===== config.mk =====
export PLATFORM = sky130hd
export DESIGN_NAME = peak_burst_kalman_filter
export DESIGN_NICKNAME = d
export VERILOG_FILES = /design/src/hdl/pbkf_pkg.sv /design/src/hdl/pbkf_state_ram.sv /design/src/hdl/pbkf_gain_div.sv /design/src/hdl/pbkf_update.sv /design/src/hdl/peak_burst_kalman_filter.sv
export SDC_FILE = /design/constraint.sdc
export NUM_CORES = 2
export LEC_CHECK = 0
export ABC_CLOCK_PERIOD_IN_PS = 7200
export BUFFER_PORTS_ARGS = -buffer_cell sky130_fd_sc_hd__buf_2
export CAP_MARGIN = 20
export CELL_PAD_IN_SITES_DETAIL_PLACEMENT = 0
export CELL_PAD_IN_SITES_GLOBAL_PLACEMENT = 2
export CORE_MARGIN = 1
export CORE_UTILIZATION = 40
export DETAILED_ROUTE_END_ITERATION = 7
export GPL_ROUTABILITY_DRIVEN = 0
export GPL_TIMING_DRIVEN = 1
export HOLD_SLACK_MARGIN = 0.05
export PLACE_DENSITY = 0.89
export RECOVER_POWER = 100
export SLEW_MARGIN = 15
export SYNTH_ARGS = -nofsm -noshare
export SYNTH_HDL_FRONTEND = slang
export SYNTH_SLANG_ARGS = --single-unit

===== constraint.sdc =====
create_clock -name clock -period 7.2 [get_ports clock]
set_input_delay 1.08 -clock clock [delete_from_list [all_inputs] [get_ports clock]]
set_output_delay 1.08 -clock clock [all_outputs]
set_load 0.1 [all_outputs]

===== src/hdl/pbkf_pkg.sv =====
`default_nettype none
// ----------------------------------------------------------------------------
// pbkf_pkg
// Shared types, widths, register codes and reset values of the peak-burst
// Kalman filter.
// ----------------------------------------------------------------------------
package pbkf_pkg;

   localparam int CHANNELS = 6;
   localparam int CH_W     = (CHANNELS > 1) ? $clog2(CHANNELS) : 1;
   localparam int CHAN_W   = 3;
   localparam int SAMPLE_W = 12;
   localparam int COUNT_W  = 8;
   localparam int COV_W    = 32;
   localparam int K_FRAC   = 24;
   localparam int K_W      = K_FRAC + 1;

   localparam logic [K_W-1:0] K_ONE = {1'b1, {K_FRAC{1'b0}}};

   localparam int CSR_IDX_W  = 2;
   localparam int CSR_DATA_W = 32;

   localparam logic [CSR_IDX_W-1:0] CSR_BURST_LEN  = 2'd0;
   localparam logic [CSR_IDX_W-1:0] CSR_PROC_NOISE = 2'd1;
   localparam logic [CSR_IDX_W-1:0] CSR_MEAS_NOISE = 2'd2;

   localparam logic [COUNT_W-1:0] BURST_LEN_RST  = 8'd16;
   localparam logic [COV_W-1:0]   PROC_NOISE_RST = 32'd429497;
   localparam logic [COV_W-1:0]   MEAS_NOISE_RST = 32'd2147484;

   typedef struct packed {
      logic [COUNT_W-1:0]  count;
      logic [SAMPLE_W-1:0] peak;
      logic [SAMPLE_W-1:0] est;
      logic [COV_W-1:0]    cov;
   } chan_entry_type;

   typedef struct packed {
      logic            en;
      logic [CH_W-1:0] addr;
   } ram_rd_type;

   typedef struct packed {
      logic            en;
      logic [CH_W-1:0] addr;
      chan_entry_type  data;
   } ram_wr_type;

   typedef enum logic [2:0] {
      ST_IDLE,
      ST_READ,
      ST_DIV_START,
      ST_DIV,
      ST_UPDATE,
      ST_WRITE
   } state_type;

endpackage
`default_nettype wire


===== src/hdl/pbkf_state_ram.sv =====
`default_nettype none
// ----------------------------------------------------------------------------
// pbkf_state_ram
// Per-channel state memory with one write port and one registered read port.
// Entries never written since reset read as zero.
// ----------------------------------------------------------------------------
module pbkf_state_ram import pbkf_pkg::*; (
   input  logic           clock,
   input  logic           reset,
   input  ram_rd_type     ram_rd,
   input  ram_wr_type     ram_wr,
   output chan_entry_type rd_data
);

   chan_entry_type      mem [CHANNELS];
   logic [CHANNELS-1:0] valid_ff;
   logic [CHANNELS-1:0] valid_in;
   chan_entry_type      rdata_ff;
   logic                rvalid_ff;

   always_comb begin
      valid_in = valid_ff;
      if (ram_wr.en) begin
         valid_in[ram_wr.addr] = 1'b1;
      end
   end

   always_ff @(posedge clock) begin
      if (reset) begin
         valid_ff <= '0;
      end else begin
         valid_ff <= valid_in;
      end
   end

   always_ff @(posedge clock) begin
      if (ram_wr.en) begin
         mem[ram_wr.addr] <= ram_wr.data;
      end
   end

   always_ff @(posedge clock) begin
      if (ram_rd.en) begin
         rdata_ff  <= mem[ram_rd.addr];
         rvalid_ff <= valid_ff[ram_rd.addr];
      end
   end

   assign rd_data = rvalid_ff ? rdata_ff : '0;

endmodule
`default_nettype wire


===== src/hdl/pbkf_gain_div.sv =====
`default_nettype none
// ----------------------------------------------------------------------------
// pbkf_gain_div
// Restoring divider for the Kalman gain K = floor(P1 * 2^24 / (P1 + R)),
// one quotient bit per cycle. A zero denominator gives a gain of zero.
// ----------------------------------------------------------------------------
module pbkf_gain_div import pbkf_pkg::*; (
   input  logic             clock,
   input  logic             reset,
   input  logic             start,
   input  logic [COV_W-1:0] p1,
   input  logic [COV_W-1:0] meas_noise,
   output logic             done,
   output logic [K_W-1:0]   gain
);

   localparam int DEN_W  = COV_W + 1;
   localparam int REM_W  = COV_W + 2;
   localparam int STEP_W = $clog2(K_FRAC + 1);

   logic [DEN_W-1:0]  den_ff, den_in;
   logic [REM_W-1:0]  rem_ff, rem_in;
   logic [K_W-1:0]    quo_ff, quo_in;
   logic [STEP_W-1:0] step_ff, step_in;
   logic              busy_ff, busy_in;
   logic [REM_W-1:0]  rem_shift;
   logic [REM_W-1:0]  rem_diff;
   logic              take;

   always_comb begin
      den_in    = den_ff;
      rem_in    = rem_ff;
      quo_in    = quo_ff;
      step_in   = step_ff;
      busy_in   = busy_ff;
      rem_shift = {rem_ff[REM_W-2:0], 1'b0};
      rem_diff  = rem_shift - {1'b0, den_ff};
      take      = (rem_shift >= {1'b0, den_ff});
      if (start) begin
         den_in  = {1'b0, p1} + {1'b0, meas_noise};
         busy_in = 1'b1;
         if (den_in == '0) begin
            rem_in  = '0;
            quo_in  = '0;
            step_in = '0;
         end else if ({1'b0, p1} >= den_in) begin
            // Only reached with R at zero: the gain is exactly one.
            rem_in  = '0;
            quo_in  = K_W'(1);
            step_in = STEP_W'(K_FRAC);
         end else begin
            rem_in  = {1'b0, {1'b0, p1}};
            quo_in  = '0;
            step_in = STEP_W'(K_FRAC);
         end
      end else if (busy_ff) begin
         if (step_ff != '0) begin
            step_in = step_ff - STEP_W'(1);
            quo_in  = {quo_ff[K_W-2:0], take};
            rem_in  = take ? rem_diff : rem_shift;
         end else begin
            busy_in = 1'b0;
         end
      end
   end

   always_ff @(posedge clock) begin
      if (reset) begin
         busy_ff <= 1'b0;
      end else begin
         busy_ff <= busy_in;
      end
   end

   always_ff @(posedge clock) begin
      den_ff  <= den_in;
      rem_ff  <= rem_in;
      quo_ff  <= quo_in;
      step_ff <= step_in;
   end

   assign done = busy_ff && (step_ff == '0);
   assign gain = quo_ff;

endmodule
`default_nettype wire


===== src/hdl/pbkf_update.sv =====
`default_nettype none
// ----------------------------------------------------------------------------
// pbkf_update
// Estimate and covariance update, one multiplication per cycle:
// est' = (est*(1-K) + z*K) >> 24 and P' = (P1*(1-K)) >> 24.
// ----------------------------------------------------------------------------
module pbkf_update import pbkf_pkg::*; (
   input  logic                clock,
   input  logic                reset,
   input  logic                start,
   input  logic [K_W-1:0]      gain,
   input  logic [SAMPLE_W-1:0] est,
   input  logic [SAMPLE_W-1:0] peak,
   input  logic [COV_W-1:0]    p1,
   output logic                done,
   output logic [SAMPLE_W-1:0] est_new,
   output logic [COV_W-1:0]    cov_new
);

   localparam int ACC_W      = SAMPLE_W + K_W + 1;
   localparam int CPROD_W    = COV_W + K_W;
   localparam int UPD_STAGES = 4;

   logic [K_W-1:0]        gain_ff;
   logic [K_W-1:0]        omk_ff;
   logic [ACC_W-1:0]      acc_ff;
   logic [CPROD_W-1:0]    cprod_ff;
   logic [UPD_STAGES-1:0] stage_ff;

   always_ff @(posedge clock) begin
      if (reset) begin
         stage_ff <= '0;
      end else begin
         stage_ff <= {stage_ff[UPD_STAGES-2:0], start};
      end
   end

   always_ff @(posedge clock) begin
      if (start) begin
         gain_ff <= gain;
         omk_ff  <= K_ONE - gain;
      end
      if (stage_ff[0]) begin
         acc_ff <= ACC_W'(est) * ACC_W'(omk_ff);
      end
      if (stage_ff[1]) begin
         acc_ff <= acc_ff + ACC_W'(peak) * ACC_W'(gain_ff);
      end
      if (stage_ff[2]) begin
         cprod_ff <= CPROD_W'(p1) * CPROD_W'(omk_ff);
      end
   end

   assign done    = stage_ff[UPD_STAGES-1];
   assign est_new = acc_ff[K_FRAC +: SAMPLE_W];
   assign cov_new = cprod_ff[K_FRAC +: COV_W];

endmodule
`default_nettype wire


===== src/hdl/peak_burst_kalman_filter.sv =====
`default_nettype none
// ----------------------------------------------------------------------------
// peak_burst_kalman_filter
// Per-channel burst peak detector feeding a scalar Kalman filter step.
// ----------------------------------------------------------------------------
//
//   Channel   Direction  Handshake            Payload
//   req_      in         req_valid/req_ready  req_channel, req_sample
//   rsp_      out        rsp_valid/rsp_ready  rsp_out_channel, rsp_filtered_value
//   csr_      in         csr_valid/csr_ready  csr_index, csr_wdata
//
// A sample that does not complete a burst is transferred, then the state
// memory is read and written back. A burst-completing sample goes through
// transfer, read, divider load, the divider steps, the update steps and the
// write-back. When the gain denominator is zero the divider finishes without
// stepping through the quotient bits. A sample on an unused channel is dropped
// at its transfer and the block stays idle. Reset clears the state memory at
// once through per-entry valid bits, so there is no clearing pass. The result
// write-back waits while an earlier result transfer is still pending; csr writes
// are taken every cycle.
// ----------------------------------------------------------------------------
module peak_burst_kalman_filter import pbkf_pkg::*; (
   input  logic                  clock,
   input  logic                  reset,
   input  logic                  req_valid,
   output logic                  req_ready,
   input  logic [CHAN_W-1:0]     req_channel,
   input  logic [SAMPLE_W-1:0]   req_sample,
   output logic                  rsp_valid,
   input  logic                  rsp_ready,
   output logic [CHAN_W-1:0]     rsp_out_channel,
   output logic [SAMPLE_W-1:0]   rsp_filtered_value,
   input  logic                  csr_valid,
   output logic                  csr_ready,
   input  logic [CSR_IDX_W-1:0]  csr_index,
   input  logic [CSR_DATA_W-1:0] csr_wdata
);

   localparam int CHX_W = 5;

   state_type state_ff, state_in;

   logic [COUNT_W-1:0] burst_len_ff;
   logic [COV_W-1:0]   proc_noise_ff;
   logic [COV_W-1:0]   meas_noise_ff;

   logic [CH_W-1:0]     ch_ff;
   logic [SAMPLE_W-1:0] sample_ff;
   logic [SAMPLE_W-1:0] peak_ff;
   logic [SAMPLE_W-1:0] est_ff;
   logic [COV_W-1:0]    p1_ff;

   logic                rsp_valid_ff, rsp_valid_in;
   logic [CHAN_W-1:0]   rsp_channel_ff;
   logic [SAMPLE_W-1:0] rsp_value_ff;

   logic [CHX_W-1:0]    chan_ext;
   logic [CH_W-1:0]     ch_idx;
   logic                ch_in_range;
   logic                req_fire;
   chan_entry_type      rd_data_w;
   chan_entry_type      entry;
   logic [SAMPLE_W-1:0] peak_new;
   logic [COUNT_W-1:0]  need;
   logic                burst_done;
   logic [COV_W:0]      cov_sum;
   logic [COV_W-1:0]    p1_sat;
   logic                rsp_free;

   ram_rd_type          ram_rd;
   ram_wr_type          ram_wr;
   logic                div_start;
   logic                div_done;
   logic [K_W-1:0]      gain;
   logic                upd_start;
   logic                upd_done;
   logic [SAMPLE_W-1:0] est_new;
   logic [COV_W-1:0]    cov_new;
   logic                capture;
   logic                rsp_load;

   // Configuration registers.
   assign csr_ready = 1'b1;

   always_ff @(posedge clock) begin
      if (reset) begin
         burst_len_ff  <= BURST_LEN_RST;
         proc_noise_ff <= PROC_NOISE_RST;
         meas_noise_ff <= MEAS_NOISE_RST;
      end else if (csr_valid) begin
         unique case (csr_index)
            CSR_BURST_LEN:  burst_len_ff  <= csr_wdata[COUNT_W-1:0];
            CSR_PROC_NOISE: proc_noise_ff <= csr_wdata[COV_W-1:0];
            CSR_MEAS_NOISE: meas_noise_ff <= csr_wdata[COV_W-1:0];
            default: ;
         endcase
      end
   end

   // Datapath terms.
   assign chan_ext    = {{(CHX_W-CHAN_W){1'b0}}, req_channel};
   assign ch_idx      = chan_ext[CH_W-1:0];
   assign ch_in_range = (chan_ext < CHX_W'(CHANNELS));
   assign req_fire    = req_valid && req_ready;
   assign entry       = rd_data_w;
   assign peak_new    = (sample_ff > entry.peak) ? sample_ff : entry.peak;
   assign need        = (burst_len_ff == '0) ? COUNT_W'(1) : burst_len_ff;
   assign burst_done  = (({1'b0, entry.count} + (COUNT_W+1)'(1)) >= {1'b0, need});
   assign cov_sum     = {1'b0, entry.cov} + {1'b0, proc_noise_ff};
   assign p1_sat      = cov_sum[COV_W] ? '1 : cov_sum[COV_W-1:0];
   assign rsp_free    = !rsp_valid_ff || rsp_ready;

   pbkf_state_ram u_state_ram (
      .clock   (clock),
      .reset   (reset),
      .ram_rd  (ram_rd),
      .ram_wr  (ram_wr),
      .rd_data (rd_data_w)
   );

   pbkf_gain_div u_gain_div (
      .clock      (clock),
      .reset      (reset),
      .start      (div_start),
      .p1         (p1_ff),
      .meas_noise (meas_noise_ff),
      .done       (div_done),
      .gain       (gain)
   );

   pbkf_update u_update (
      .clock   (clock),
      .reset   (reset),
      .start   (upd_start),
      .gain    (gain),
      .est     (est_ff),
      .peak    (peak_ff),
      .p1      (p1_ff),
      .done    (upd_done),
      .est_new (est_new),
      .cov_new (cov_new)
   );

   // Next state.
   always_comb begin
      state_in = state_ff;
      unique case (state_ff)
         ST_IDLE: begin
            if (req_fire && ch_in_range) begin
               state_in = ST_READ;
            end
         end
         ST_READ: begin
            state_in = burst_done ? ST_DIV_START : ST_IDLE;
         end
         ST_DIV_START: begin
            state_in = ST_DIV;
         end
         ST_DIV: begin
            if (div_done) begin
               state_in = ST_UPDATE;
            end
         end
         ST_UPDATE: begin
            if (upd_done) begin
               state_in = ST_WRITE;
            end
         end
         ST_WRITE: begin
            if (rsp_free) begin
               state_in = ST_IDLE;
            end
         end
         default: state_in = ST_IDLE;
      endcase
   end

   // State machine outputs.
   always_comb begin
      req_ready   = 1'b0;
      ram_rd      = '0;
      ram_wr      = '0;
      div_start   = 1'b0;
      upd_start   = 1'b0;
      capture     = 1'b0;
      rsp_load    = 1'b0;
      unique case (state_ff)
         ST_IDLE: begin
            req_ready   = 1'b1;
            ram_rd.en   = req_valid && ch_in_range;
            ram_rd.addr = ch_idx;
         end
         ST_READ: begin
            if (burst_done) begin
               capture = 1'b1;
            end else begin
               ram_wr.en   = 1'b1;
               ram_wr.addr = ch_ff;
               ram_wr.data = '{count: entry.count + COUNT_W'(1),
                               peak:  peak_new,
                               est:   entry.est,
                               cov:   entry.cov};
            end
         end
         ST_DIV_START: begin
            div_start = 1'b1;
         end
         ST_DIV: begin
            upd_start = div_done;
         end
         ST_UPDATE: ;
         ST_WRITE: begin
            if (rsp_free) begin
               rsp_load    = 1'b1;
               ram_wr.en   = 1'b1;
               ram_wr.addr = ch_ff;
               ram_wr.data = '{count: '0, peak: '0, est: est_new, cov: cov_new};
            end
         end
         default: ;
      endcase
   end

   always_ff @(posedge clock) begin
      if (reset) begin
         state_ff <= ST_IDLE;
      end else begin
         state_ff <= state_in;
      end
   end

   always_ff @(posedge clock) begin
      if (ram_rd.en) begin
         ch_ff     <= ch_idx;
         sample_ff <= req_sample;
      end
      if (capture) begin
         peak_ff <= peak_new;
         est_ff  <= entry.est;
         p1_ff   <= p1_sat;
      end
   end

   // Result register: a finished result waits here for its transfer.
   always_comb begin
      rsp_valid_in = rsp_valid_ff;
      if (rsp_load) begin
         rsp_valid_in = 1'b1;
      end else if (rsp_ready) begin
         rsp_valid_in = 1'b0;
      end
   end

   always_ff @(posedge clock) begin
      if (reset) begin
         rsp_valid_ff <= 1'b0;
      end else begin
         rsp_valid_ff <= rsp_valid_in;
      end
   end

   always_ff @(posedge clock) begin
      if (rsp_load) begin
         rsp_channel_ff <= CHAN_W'(ch_ff);
         rsp_value_ff   <= est_new;
      end
   end

   assign rsp_valid          = rsp_valid_ff;
   assign rsp_out_channel    = rsp_channel_ff;
   assign rsp_filtered_value = rsp_value_ff;

endmodule
`default_nettype wire


**Yosys cells after proc, flatten, opt, wreduce, memory -nomap -nowiden**

Memory sizes are Yosys's and may differ from the RTL's. A register that Yosys moved wholly into a read port is not among the register bits.
Cells that the tools add are included.

- Register bits: 414
- Bits in writable memories: 384
- Input port bits: 54
- Memories kept: 1

Memories:

| name | words | width | read ports | clocked after Yosys merged registers in | write ports | RTL line | RTL |
|---|---|---|---|---|---|---|---|
| u_state_ram.mem | 6 | 64 | 1 | 1 | 1 | pbkf_state_ram.sv:15 | `chan_entry_type mem [CHANNELS];` |

- Add/sub/neg operators: 8
- Multipliers: 3
- Magnitude comparators: 8
- Equal/unequal tests: 11
- Mux-type cells: 48
- Bitwise operators: 1
- Reductions and logical operators: 22

Operators by type and width:

| cell | number |
|---|---|
| $mux W68 | 2 |
| $pmux W68 S2 | 1 |
| $mux W33 | 4 |
| $mux W25 | 4 |
| $mux W38 | 2 |
| $mul A12 B25 Y37 | 2 |
| $add A32 B32 Y33 | 2 |
| $mux W32 | 2 |
| $mux W64 | 1 |
| $mul A32 B25 Y56 | 1 |
| $add A38 B37 Y38 | 1 |
| $ge A34 B33 Y1 | 1 |
| $ge A32 B33 Y1 | 1 |
| $logic_not A33 Y1 | 1 |
| $sub A33 B33 Y33 | 1 |
| $sub A25 B25 Y25 const A | 1 |
| $mux W5 | 4 |
| $pmux W3 S6 | 1 |
| $mux W1 | 17 |
| $gt A12 B12 Y1 | 1 |
| $mux W12 | 1 |
| $mux W3 | 4 |
| $add A8 B1 Y9 const B | 1 |
| $ge A9 B8 Y1 | 1 |
| other kinds (29) | 44 |

**Depth between registers and ports, before layout**

- Depth in word-level cells: 10
- Gate-level depth with buffers: 29

**Modules after synthesis**

A second synthesis with hierarchy kept.

- Cells, all modules: 7961
- Area, all modules: 83337.4 um^2

By module, submodules not included:

| module | times used | cells each | area each (um^2) |
|---|---|---|---|
| pbkf_update | 1 | 5268 | 48325.1 |
| pbkf_state_ram | 1 | 770 | 17291.6 |
| pbkf_gain_div | 1 | 1033 | 9181.3 |
| peak_burst_kalman_filter | 1 | 890 | 8539.4 |

**Worst setup path after synthesis**

OpenSTA, ideal clock, no wires.

- Path type: register -> register
- Start: register u_update.omk_ff[4]
- End: register u_update.cprod_ff[54], data pin
- Setup time: 0.258 ns
- Arrival time: 6.680 ns
- Setup slack: 0.263 ns
- Stages on the path, launching flop included: 28
- Path buffers: 2
- Path through: edfxtp_1 clkbuf_1 clkbuf_1 nand2_1 fa_1 inv_1 fa_1 inv_1 fa_1 fa_1 inv_1 fa_1 fa_1 inv_1 fa_1 inv_1 ha_1 nand2_1 nor3_1 nand2_1 or3b_1 a21oi_1 o31a_1 nor2_1 o21ai_0 a41o_1 a21oi_1 xnor2_1

- Cells in the longest elaborated chain, start to end: 1

Ends and longest elaborated chain:

| item | RTL line | RTL |
|---|---|---|
| from (decl) | pbkf_update.sv:25 | `logic [K_W-1:0] omk_ff;` |
| from (signal assigned) | pbkf_update.sv:41 | `omk_ff <= K_ONE - gain;` |
| $mul A32 B25 Y56 | pbkf_update.sv:50 | `cprod_ff <= CPROD_W'(p1) * CPROD_W'(omk_ff);` |
| to (signal assigned) | pbkf_update.sv:50 |  |
| to (decl) | pbkf_update.sv:27 | `logic [CPROD_W-1:0] cprod_ff;` |

Every way passes these cells.
A chain may end at the register's enable or synchronous reset.

**Final worst setup path**

- Start: register p1_ff[14]
- End: register u_update.cprod_ff[50], data pin

- Cells in the longest elaborated chain, start to end: 1

Ends and longest elaborated chain:

| item | RTL line | RTL |
|---|---|---|
| from (decl) | peak_burst_kalman_filter.sv:51 | `logic [COV_W-1:0] p1_ff;` |
| from (signal assigned) | peak_burst_kalman_filter.sv:240 | `p1_ff <= p1_sat;` |
| $mul A32 B25 Y56 | pbkf_update.sv:50 |  |

Every way passes these cells.

==> summary.md <==
| Metric | Value |
|---|---|
| Initial core utilization | `40.3%` |
| Share of Yosys cell area claimed by the top area cell type | `28.6%` |
| Max Fclk | `140 MHz` |
| Total instance count after detailed placement | `10800` |
| Wire length of the first global-routing pass | `369000 um` |
| # fillers | `19100` |
| Kind of start point of the critical path | `register` |
| CTS hold repair buffers | `0` |
| Outcome | `finished, violations left` |
| Vias after detailed routing | `59100` |
| Critical path type | `register to register` |
| Clock tree from TritonCTS | `yes` |
| Hold/Removal Path Class | `register to register` |
| Post-CTS clock slew at the launch and capture registers of the worst setup and hold paths | `0.06 ns` |
| Synthesis warning total | `0` |
| Area growth from synthesis to final layout | `12.3%` |
| Fraction of layout cells with a size suffix above 1 | `11.2%` |
| Depth of the CTS H-tree | `3` |
| Transition time of the tightest slew-check pin | `4.06 ns` |
| HPWL after DPL | `178000 um` |
| Post-synthesis cell type with the largest combined area | `sky130_fd_sc_hd__fa_1` |
| Routed Antenna Nets | `0` |
| Fin util | `45.2%` |
| Post-synthesis instance total | `8143` |
| Top-level port count | `72` |
| Clock sink total | `835` |
| Cell row count | `166` |
| Max cap viols | `11` |
| Number of input and output port buffers inserted | `70` |
| Number of buffers between clock root and the deepest sink | `3` |
| Number of global-route vias before repair | `62400` |
| Number of clock buffers inserted by TritonCTS | `88` |
| Critical-path maximum fanout | `6` |
| Clock root cell | `sky130_fd_sc_hd__clkbuf_16` |
| Kind of end point of the critical path | `register` |
| Most area-consuming cells after synthesis | `sky130_fd_sc_hd__fa_1, sky130_fd_sc_hd__edfxtp_1, sky130_fd_sc_hd__ha_1` |
| CORE AREA | `205000 um^2` |
| Most common library cell in the layout ignoring fill and taps | `sky130_fd_sc_hd__inv_1` |
| Height of the die | `456 um` |
| Die Outline Area | `208000 um^2` |
| Max-slew headroom | `-171%` |
| Final net count | `10000` |
| CP Data Required Time | `7.64 ns` |
| Number of flops mapped to enable cells by yosys | `748` |
| Mean cell area of the mapped netlist | `10.1 um^2` |
| Data arrival, critical path | `7.60 ns` |
| Final count of pins violating max slew | `496` |
| Share of async-settable or async-resettable flops after synthesis | `0%` |
| GR Overflow Total | `0` |
| Avg Vias per Cell | `5.33` |
| Shortest clock period the worst path allows after layout | `7.16 ns` |
| Violation count after the first detailed-route iteration | `4130` |
| Top library cells by usage in the layout, fill and taps aside | `sky130_fd_sc_hd__inv_1, sky130_fd_sc_hd__nand2_1, sky130_fd_sc_hd__fa_1, sky130_fd_sc_hd__edfxtp_1, sky130_fd_sc_hd__and2_1` |
| Critical hold path startpoint | `proc_noise_ff[9]$_SDFFE_PP0P_` |
| Number of remaining DRC errors | `0` |
| Synthesized flop and latch total | `835` |
| Launch point of the worst reg-to-reg path | `p1_ff[14]$_SDFFCE_PP1P_` |
| Clock latency on the worst-skew pair | `0.72 ns` |
| Hold violation total from the final report | `0` |
| Final setup skew | `0.0378 ns` |
| Post-route insts no fill | `11100` |
| Floorplan die width | `456 um` |
| Final number of setup-violating endpoints | `0` |
| Final routed wirelength across all metal layers | `238000 um` |
| Slack of the worst reg-to-reg path | `0.04 ns` |
| Pin count of the biggest net entering global routing | `79` |
| Portion of the post-synthesis area used by sequential elements | `29.3%` |
| Number of nets produced by synthesis | `9858` |
| Period utilisation layout | `99.4%` |
| Iteration count of the initial detailed-routing pass | `6` |
| Failing checks | `max-capacitance violations, max-slew violations` |
| GRT Overall Usage | `23.0%` |
| First element of the critical path | `p1_ff[14]$_SDFFCE_PP1P_` |
| Unrepaired setup endpoints after global routing | `yes` |
| Number of antenna violations at the first check in global routing | `4` |
| Final routed wire length divided by cell count | `21.4 um` |
| Yosys cell types | `83` |
| Post-route setup TNS | `0 ns` |
| Post-Syn Area | `82500 um^2` |
| Main synth FF type | `sky130_fd_sc_hd__edfxtp_1` |
==> per-layer routing <==
layer | global-route usage, % | wire [um] | up-vias
li1 | - | - | 26500
met1 | 30.4 | 99800 | 30500
met2 | 39.0 | 115000 | 1829
met3 | 2.69 | 13800 | 340
met4 | 7.88 | 9070 | 2
met5 | 0 | 13 | -
==> cell type report <==
cell class | instances | area (um^2) | area share (%)
Multi-Input combinational cell | 5537 | 52300 | 56.4
Sequential cell | 835 | 24200 | 26.1
Inverter | 1316 | 4940 | 5.33
Timing Repair Buffer | 548 | 4810 | 5.20
Tap cell | 2688 | 3360 | 3.63
Clock buffer | 113 | 2390 | 2.58
Clock inverter | 53 | 636 | 0.686
Antenna cell | 4 | 10.0 | 0.0108
==> state kept, by name, summed over array words and instances, names as in the netlist, 24 cells and up <==
name and flops:
u_state_ram.rdata_ff 64, u_update.gain_ff 24, u_update.omk_ff 25, u_gain_div.den_ff 33, meas_noise_ff 32, u_update.acc_ff 36, u_update.cprod_ff 32, proc_noise_ff 32
u_gain_div.rem_ff 33, u_state_ram.mem 384, u_gain_div.gain 25, p1_ff 32
==> cell usage after synthesis, drive strengths merged (69+ instances only) <==
cell type and number:
a21o 116, a21oi 338, a31oi 148, and2 666
clkbuf 420, dfxtp 87, edfxtp 748, fa 1180
ha 481, inv 1316, mux2 69, nand2 1253
nor2 170, nor2b 107, o21ai 154, xnor2 136
xor2 74
==> repair_timing <==
action                                 in CTS  in global routing
gates cloned                                2                  4
buffers inserted                           32                 45
pin swaps                                  39                 91
resized for setup                          41                166
setup endpoints to repair                  14                 30
endpoints found under the hold margin       0                  0
==> cell families after synthesis <==
| kind of cell | count (synthesis) | synth area share, % |
|---|---|---|
| buffers and inverters | 1771 | 8.11 |
| adders and majority gates | 1661 | 35.9 |
| AOI/OAI and AO/OA | 1099 | 8.71 |
| other | 1 | 0.00455 |
| muxes | 88 | 1.17 |
| xor gates and xnor gates | 210 | 2.23 |
| DFF | 835 | 29.3 |
| and+or+nand+nor | 2478 | 14.5 |
==> final timing paths <==
path | to | depth (start not counted)
worst max register to register | u_update.cprod_ff[50]$_DFFE_PP_ | 26
worst max-delay path | u_update.cprod_ff[50]$_DFFE_PP_ | 26
worst min register to register | proc_noise_ff[9]$_SDFFE_PP0P_ | 2
worst min-delay path | proc_noise_ff[9]$_SDFFE_PP0P_ | 2
==> through the flow <==
step | setup slack [ns] | hold WS (ns) | cell area [um^2]
after detailed placement | -0.229 | 0.455 | 88200
after floorplan | 0.263 | 0.429 | 82500
after CTS | 0.00168 | 0.465 | 91700
after global routing | -0.149 | 0.484 | 92600
after global placement | -0.270 | 0.445 | 88200
final | 0.0437 | 0.466 | 92600
==> worst max-delay path: stages, from the launching register on <==
cell and delay (ns):
sky130_fd_sc_hd__edfxtp_1 0.41, sky130_fd_sc_hd__buf_4 0.19, sky130_fd_sc_hd__buf_4 0.15, sky130_fd_sc_hd__buf_4 0.17
sky130_fd_sc_hd__and2_1 0.17, sky130_fd_sc_hd__fa_2 0.54, sky130_fd_sc_hd__fa_1 0.42, sky130_fd_sc_hd__inv_1 0.08
sky130_fd_sc_hd__fa_2 0.45, sky130_fd_sc_hd__fa_1 0.49, sky130_fd_sc_hd__inv_1 0.06, sky130_fd_sc_hd__fa_2 0.56
sky130_fd_sc_hd__fa_1 0.42, sky130_fd_sc_hd__fa_1 0.57, sky130_fd_sc_hd__ha_4 0.23, sky130_fd_sc_hd__a211oi_4 0.23
sky130_fd_sc_hd__a21oi_2 0.10, sky130_fd_sc_hd__o211ai_1 0.26, sky130_fd_sc_hd__a21oi_2 0.17, sky130_fd_sc_hd__o31a_1 0.27
sky130_fd_sc_hd__buf_6 0.15, sky130_fd_sc_hd__o21ai_4 0.20, sky130_fd_sc_hd__buf_6 0.13, sky130_fd_sc_hd__a21oi_4 0.05
sky130_fd_sc_hd__o21ai_2 0.18, sky130_fd_sc_hd__nand2b_1 0.09, sky130_fd_sc_hd__xor2_1 0.14
Power is not shown: default switching activity piles up to over one toggle a cycle in this logic, so the estimate is an artifact.
